## src/sv/fifo_evict_key_value_store_assert.svh

```systemverilog
`ifndef FIFO_EVICT_KEY_VALUE_STORE_ASSERT_SVH
`define FIFO_EVICT_KEY_VALUE_STORE_ASSERT_SVH

// same-cycle implication, sampled on clk_i, off while rst_ni is low
`define FKV_ASSERT(lbl, ante, cons, msg) \
  lbl: assert property (@(posedge clk_i) disable iff (!rst_ni) (ante) |-> (cons)) else $error(msg);

// next-cycle implication
`define FKV_ASSERT_NEXT(lbl, ante, cons, msg) \
  lbl: assert property (@(posedge clk_i) disable iff (!rst_ni) (ante) |=> (cons)) else $error(msg);

`endif

```

## src/sv/fkv_pkg.sv

```systemverilog
package fkv_pkg;

  localparam int DEPTH   = 128;
  localparam int IDX_W   = $clog2(DEPTH);
  localparam int CNT_W   = $clog2(DEPTH + 1);
  localparam int CAP_W   = 8;
  localparam int CMP_W   = (CNT_W > CAP_W) ? CNT_W : CAP_W;
  localparam int KEY_W   = 32;
  localparam int VAL_W   = 32;
  localparam logic [CAP_W-1:0] CAP_RESET = CAP_W'(100);

  localparam logic KIND_PUT = 1'b0;
  localparam logic KIND_GET = 1'b1;

  typedef logic signed [KEY_W-1:0] key_t;
  typedef logic [VAL_W-1:0]        val_t;
  typedef logic [IDX_W-1:0]        idx_t;
  typedef logic [CNT_W-1:0]        cnt_t;

  typedef enum logic [1:0] {
    ST_IDLE = 2'b01,
    ST_UPD  = 2'b10
  } state_e;

  // control broadcast to every cell
  typedef struct packed {
    logic cmp;
    logic upd;
    logic shift;
    logic append;
    logic hit_wr;
    idx_t tgt;
    cnt_t cnt;
    key_t key;
    val_t value;
  } cell_ctrl_t;

endpackage

```

## src/sv/fkv_cell.sv

```systemverilog
module fkv_cell (
  input  logic                clk_i,
  input  logic                rst_ni,
  input  fkv_pkg::idx_t       idx_i,
  input  fkv_pkg::cell_ctrl_t ctrl_i,
  input  fkv_pkg::key_t       nbr_key_i,
  input  fkv_pkg::val_t       nbr_value_i,
  output fkv_pkg::key_t       key_o,
  output fkv_pkg::val_t       value_o,
  output logic                hit_o,
  output fkv_pkg::val_t       match_value_o
);
  import fkv_pkg::*;

  key_t key_q;
  val_t value_q;
  logic hit_q;
  logic live;
  logic is_tgt;

  assign live   = cnt_t'(idx_i) < ctrl_i.cnt;
  assign is_tgt = idx_i == ctrl_i.tgt;

  always_ff @(posedge clk_i or negedge rst_ni) begin
    if (!rst_ni) begin
      hit_q <= 1'b0;
    end else if (ctrl_i.cmp) begin
      hit_q <= live && (key_q == ctrl_i.key);
    end
  end

  always_ff @(posedge clk_i) begin
    if (ctrl_i.upd) begin
      if (ctrl_i.shift) begin
        if (is_tgt) begin
          key_q   <= ctrl_i.key;
          value_q <= ctrl_i.value;
        end else begin
          key_q   <= nbr_key_i;
          value_q <= nbr_value_i;
        end
      end else if (ctrl_i.append && is_tgt) begin
        key_q   <= ctrl_i.key;
        value_q <= ctrl_i.value;
      end else if (ctrl_i.hit_wr && hit_q) begin
        value_q <= ctrl_i.value;
      end
    end
  end

  assign key_o         = key_q;
  assign value_o       = value_q;
  assign hit_o         = hit_q;
  assign match_value_o = hit_q ? value_q : '0;

endmodule

```

## config.mk

```make
export PLATFORM = sky130hd
export DESIGN_NAME = fkv_cell
export DESIGN_NICKNAME = d
export VERILOG_FILES = /design/src/sv/fifo_evict_key_value_store_assert.svh /design/src/sv/fkv_pkg.sv /design/src/sv/fkv_cell.sv
export SDC_FILE = /design/constraint.sdc
export NUM_CORES = 1
export LEC_CHECK = 0
export BUFFER_PORTS_ARGS = -buffer_cell sky130_fd_sc_hd__buf_2
export CORE_UTILIZATION = 38
export DETAILED_ROUTE_END_ITERATION = 7
export HOLD_SLACK_MARGIN = 0.03
export PLACE_DENSITY = 0.79
export SETUP_SLACK_MARGIN = 0.2
export SYNTH_ARGS = -nofsm -noshare
export SYNTH_HDL_FRONTEND = slang
export SYNTH_SLANG_ARGS = --single-unit
```

## constraint.sdc

```tcl
create_clock -name clk_i -period 2.17 [get_ports clk_i]
set_clock_uncertainty 0.1 [all_clocks]
set_input_delay 0.1085 -clock clk_i [delete_from_list [all_inputs] [get_ports clk_i]]
set_output_delay 0.1085 -clock clk_i [all_outputs]
set_load 0.01 [all_outputs]
```

==> flow_metrics.py, run 1 <==
metrics = {
    "run_status": {
        "outcome": "did not finish",
        "stop_stage": "clock tree synthesis (4_1_cts)",
        "firstError": "[ERROR RSZ-0060] Max buffer count reached.",
    },
    "synthesis": {
        "netlist_top_cells_area": "edfxtp_1 (53%), mux2_2 (16%), xnor2_1 (9.1%)",
        "yosys_warnings": 0,
        "ys_async_sr_fraction": 0.0154,
        "syn_inst": 255,
        "netlist_area_um2": 3640,
        "synth_edf_count": 64,
        "yosysSeqAreaShare": 0.535,
        "yosysMostFrequentCell": "edfxtp_1",
        "syn-num-nets": 418,
        "synth_top_area_cell": "edfxtp_1",
        "ys.flop_type": "edfxtp_1",
        "ys_ff_latch": 65,
        "synth_top_cells_by_count": "edfxtp_1 (64), mux2_2 (52), xnor2_1 (38), and2_1 (32), inv_1 (11)",
        "yosys.area.top_type_share": 0.528,
        "ys_types": 27,
        "avgSynthCellArea_um2": 14.3,
    },
    "floorplan": {
        "initial_utilization": 0.394,
        "ios": 254,
        "die_w_um": 99.9,
        "fp-row-count": 35,
        "die_y_um": 99.9,
    },
    "cts": {
        "cts_setup_buffers": 0,
        "cts_hold_buf": 131,
        "cts_inserted_buffers": 9,
        "cts-resized-gates": 0,
        "cts_buffer_depth": 2,
        "htree_levels": 3,
        "cts_sinks": 65,
        "cts_root_buf": "clkbuf_8",
    },
    "place": {
        "port_buffers": 253,
        "dp_hpwl_um": 7950,
        "gp_congestion": 0.853,
    },
}
## logic make-up after synthesis
logic type | Yosys count | share of synthesized area
buf+inv | 20 | 0.0330
compound gates | 8 | 0.0206
flops | 65 | 0.535
simple gates | 53 | 0.0890
xor+xnor | 39 | 0.0938
mux | 64 | 0.208
fa+ha+maj | 6 | 0.0206
## per-stage QoR
stage | cell area, um^2 | std cells | utilization | setup slack (ns)
2_1_floorplan | 3660 | 255 | - | 0.224
3_3_place_gp | 5100 | 633 | 0.552 | 0.292
3_5_place_dp | 5100 | 633 | 0.552 | 0.199
==> run 2: changes to the inputs <==
Settings changed: CORE_UTILIZATION 38 to 25, HOLD_SLACK_MARGIN 0.03 to default, PLACE_DENSITY 0.79 to default, PLACE_DENSITY_LB_ADDON from default to 0.15, SETUP_SLACK_MARGIN 0.2 to default.
Clock period 2.17 ns to 2.8 ns, I/O delays scaled along.
==> flow_metrics.py, run 2 <==
metrics = {
    "drt": {
        "wire_per_inst_um": 13.9,
        "dr.pass1.iters": 4,
        "vias": 3176,
        "via_per_inst": 4.23,
        "dr.first_iter.drc_count": 99,
        "drc": 0,
        "antenna_left": 0,
        "wl_um": 10400,
    },
    "cts": {
        "cts_root_buf": "clkbuf_16",
        "htree_levels": 3,
        "cts_sinks": 65,
        "cts_buffer_depth": 2,
        "clkLatencyLatePin_ns": 0.33,
        "cts_inserted_buffers": 9,
        "cts_tree": "yes",
        "cts-resized-gates": 0,
        "clk_pin_slew_ns": 0.05,
    },
    "synthesis": {
        "synth_compound_area_frac": 0.0206,
        "synth-xor-area-share": 0.0938,
        "synth_top_area_cell": "edfxtp_1",
        "syn_inst": 255,
        "ys_async_sr_fraction": 0.0154,
        "avgSynthCellArea_um2": 14.3,
        "netlist_top_cells_area": "edfxtp_1 (53%), mux2_2 (16%), xnor2_1 (9.1%)",
        "synthMuxAreaShare": 0.208,
        "synthAdderAreaFrac": 0.0206,
        "synth_top_family_by_area": "multiplexers",
        "yosys.area.top_type_share": 0.528,
        "yosysSeqAreaShare": 0.535,
        "ys.flop_type": "edfxtp_1",
        "yosys.area_share.simple": 0.0890,
        "ys_ff_latch": 65,
        "synth_top_cells_by_count": "edfxtp_1 (64), mux2_2 (52), xnor2_1 (38), and2_1 (32), inv_1 (11)",
        "ys_types": 27,
        "yosysMostFrequentCell": "edfxtp_1",
        "yosys_warnings": 0,
        "netlist_area_um2": 3640,
        "synth_edf_count": 64,
        "syn-num-nets": 418,
    },
    "timing": {
        "period_share": 0.826,
        "period_needed_ns": 2.31,
        "tns_ns": 0,
        "finalHoldViolations": 0,
        "final_max_slew_viol_count": 0,
        "tightest_slew_ns": 0.584,
        "hold_slack_ns": 0.0146,
        "rsz0062_at_grt": "false",
        "clock.fmax_ghz": 0.432,
        "finalSetupViolCount": 0,
        "slew-limit-headroom": 0.610,
    },
    "finish": {
        "layout-drive-gt1-share": 0.588,
        "num_antenna_cells": 0,
        "nFillCells": 1366,
        "area_delta_synth_final_pct": 62.6,
        "final_nets": 729,
        "layout_common_cells": "buf_2 (253), edfxtp_1 (64), mux2_2 (52), dlygate4sd3_1 (51), xnor2_1 (38)",
        "mostFrequentLayoutCell": "buf_2",
    },
    "global_route": {
        "grt_max_degree": 40,
        "grt_pass1_vias": 3156,
        "grt_pass1_wl_um": 15400,
        "grt_usage": 0.138,
        "antenna_found_initial": 0,
        "overflow": 0,
    },
    "place": {
        "port_buffers": 253,
        "gp_congestion": 0.732,
        "dp_hpwl_um": 7930,
    },
    "hold_path": {
        "worstHoldPathType": "in -> async",
    },
    "floorplan": {
        "die_y_um": 123,
        "initial_utilization": 0.259,
        "core_um2": 14000,
        "dieArea_um2": 15100,
        "ios": 254,
        "fp-row-count": 43,
        "die_w_um": 123,
    },
    "run_status": {
        "outcome": "complete, no violations",
    },
    "worst_setup_path": {
        "path_max_fanout": 39,
        "crit_required_ns": 2.77,
        "worstSetupPathType": "in -> reg",
        "cp.arrival_ns": 2.29,
        "end_kind": "flop",
        "worstSetupStartpointType": "primary input",
    },
    "power": {
        "peakVddDrop_v": 0.000258,
        "total_leakage_power_nw": 2.66,
        "power_per_cell_area_nw_per_um2": 488,
    },
    "job": {
        "max-cap-violations": 0,
    },
}
run 2: kinds of logic (layout without fill, tap and decap cells):
group	Yosys count	in the layout
DFF	65	65
muxes	64	64
and+or+nand+nor	53	53
xor gates and xnor gates	39	39
buffers and inverters	20	335
AOI/OAI and AO/OA	8	8
adders and majority gates	6	6
run 2: final timing paths:
kind                                start  cells after the start  slack [ns]          end
setup / recovery               ctrl_i[73]                      7        0.49  value_o[10]
hold / removal                     rst_ni                      2        0.01        hit_o
setup reg to reg                key_o[17]                      4        1.27        hit_o
hold reg to reg                  key_o[4]                      4        0.73        hit_o
max in group asynchronous          rst_ni                      2        2.50        hit_o
min in group clk_i         nbr_value_i[1]                      2        0.02   value_o[1]
run 2: per-layer routing:
metal | track usage | wire [um] | vias to the layer above
met5 | 0 | 0 | -
met4 | 0.0434 | 92 | 0
met3 | 0.0609 | 1090 | 6
met2 | 0.251 | 5380 | 162
met1 | 0.140 | 3870 | 1453
li1 | - | - | 1555
run 2: where the power goes:
group          internal (W)  switching [W]
Clock              0.000765       0.000401
Sequential          0.00116      0.0000396
Combinational      0.000307       0.000217
run 2: final cells by class:
type	count	area [um^2]	area share
Multi-Input combinational cell	170	1590	0.269
Tap cell	180	225	0.0380
Sequential cell	65	1950	0.329
Inverter	11	41.3	0.00697
Timing Repair Buffer	309	1810	0.306
Clock buffer	10	229	0.0387
Clock inverter	5	71.3	0.0120
run 2: worst max-delay path, stage by stage:
cell and delay, ns:
buf_2 0.10, xnor2_1 0.15, nand4_1 0.19, o31ai_4 0.23
buf_4 0.51, mux2_4 0.35, dlygate4sd3_1 0.57
run 2: stage by stage:
stage	setup slack, ns	util	cell area (um^2)	total power [W]	std cells
3_3_place_gp	0.676	0.364	5110	0.00169	684
6_report	0.487	0.422	5920	0.00289	750
5_1_grt	0.359	0.422	5920	0.00303	750
4_1_cts	0.515	0.422	5920	0.00295	750
2_1_floorplan	0.0511	-	3640	0.00146	255
3_5_place_dp	0.642	0.364	5110	0.00169	684
run 2: repair_timing:
| item | in CTS | in global routing |
|---|---|---|
| hold endpoints to repair | 41 | 0 |
| hold buffers | 51 | 0 |
| setup buffers | 0 | 0 |
(Power assumes the default switching activity.)
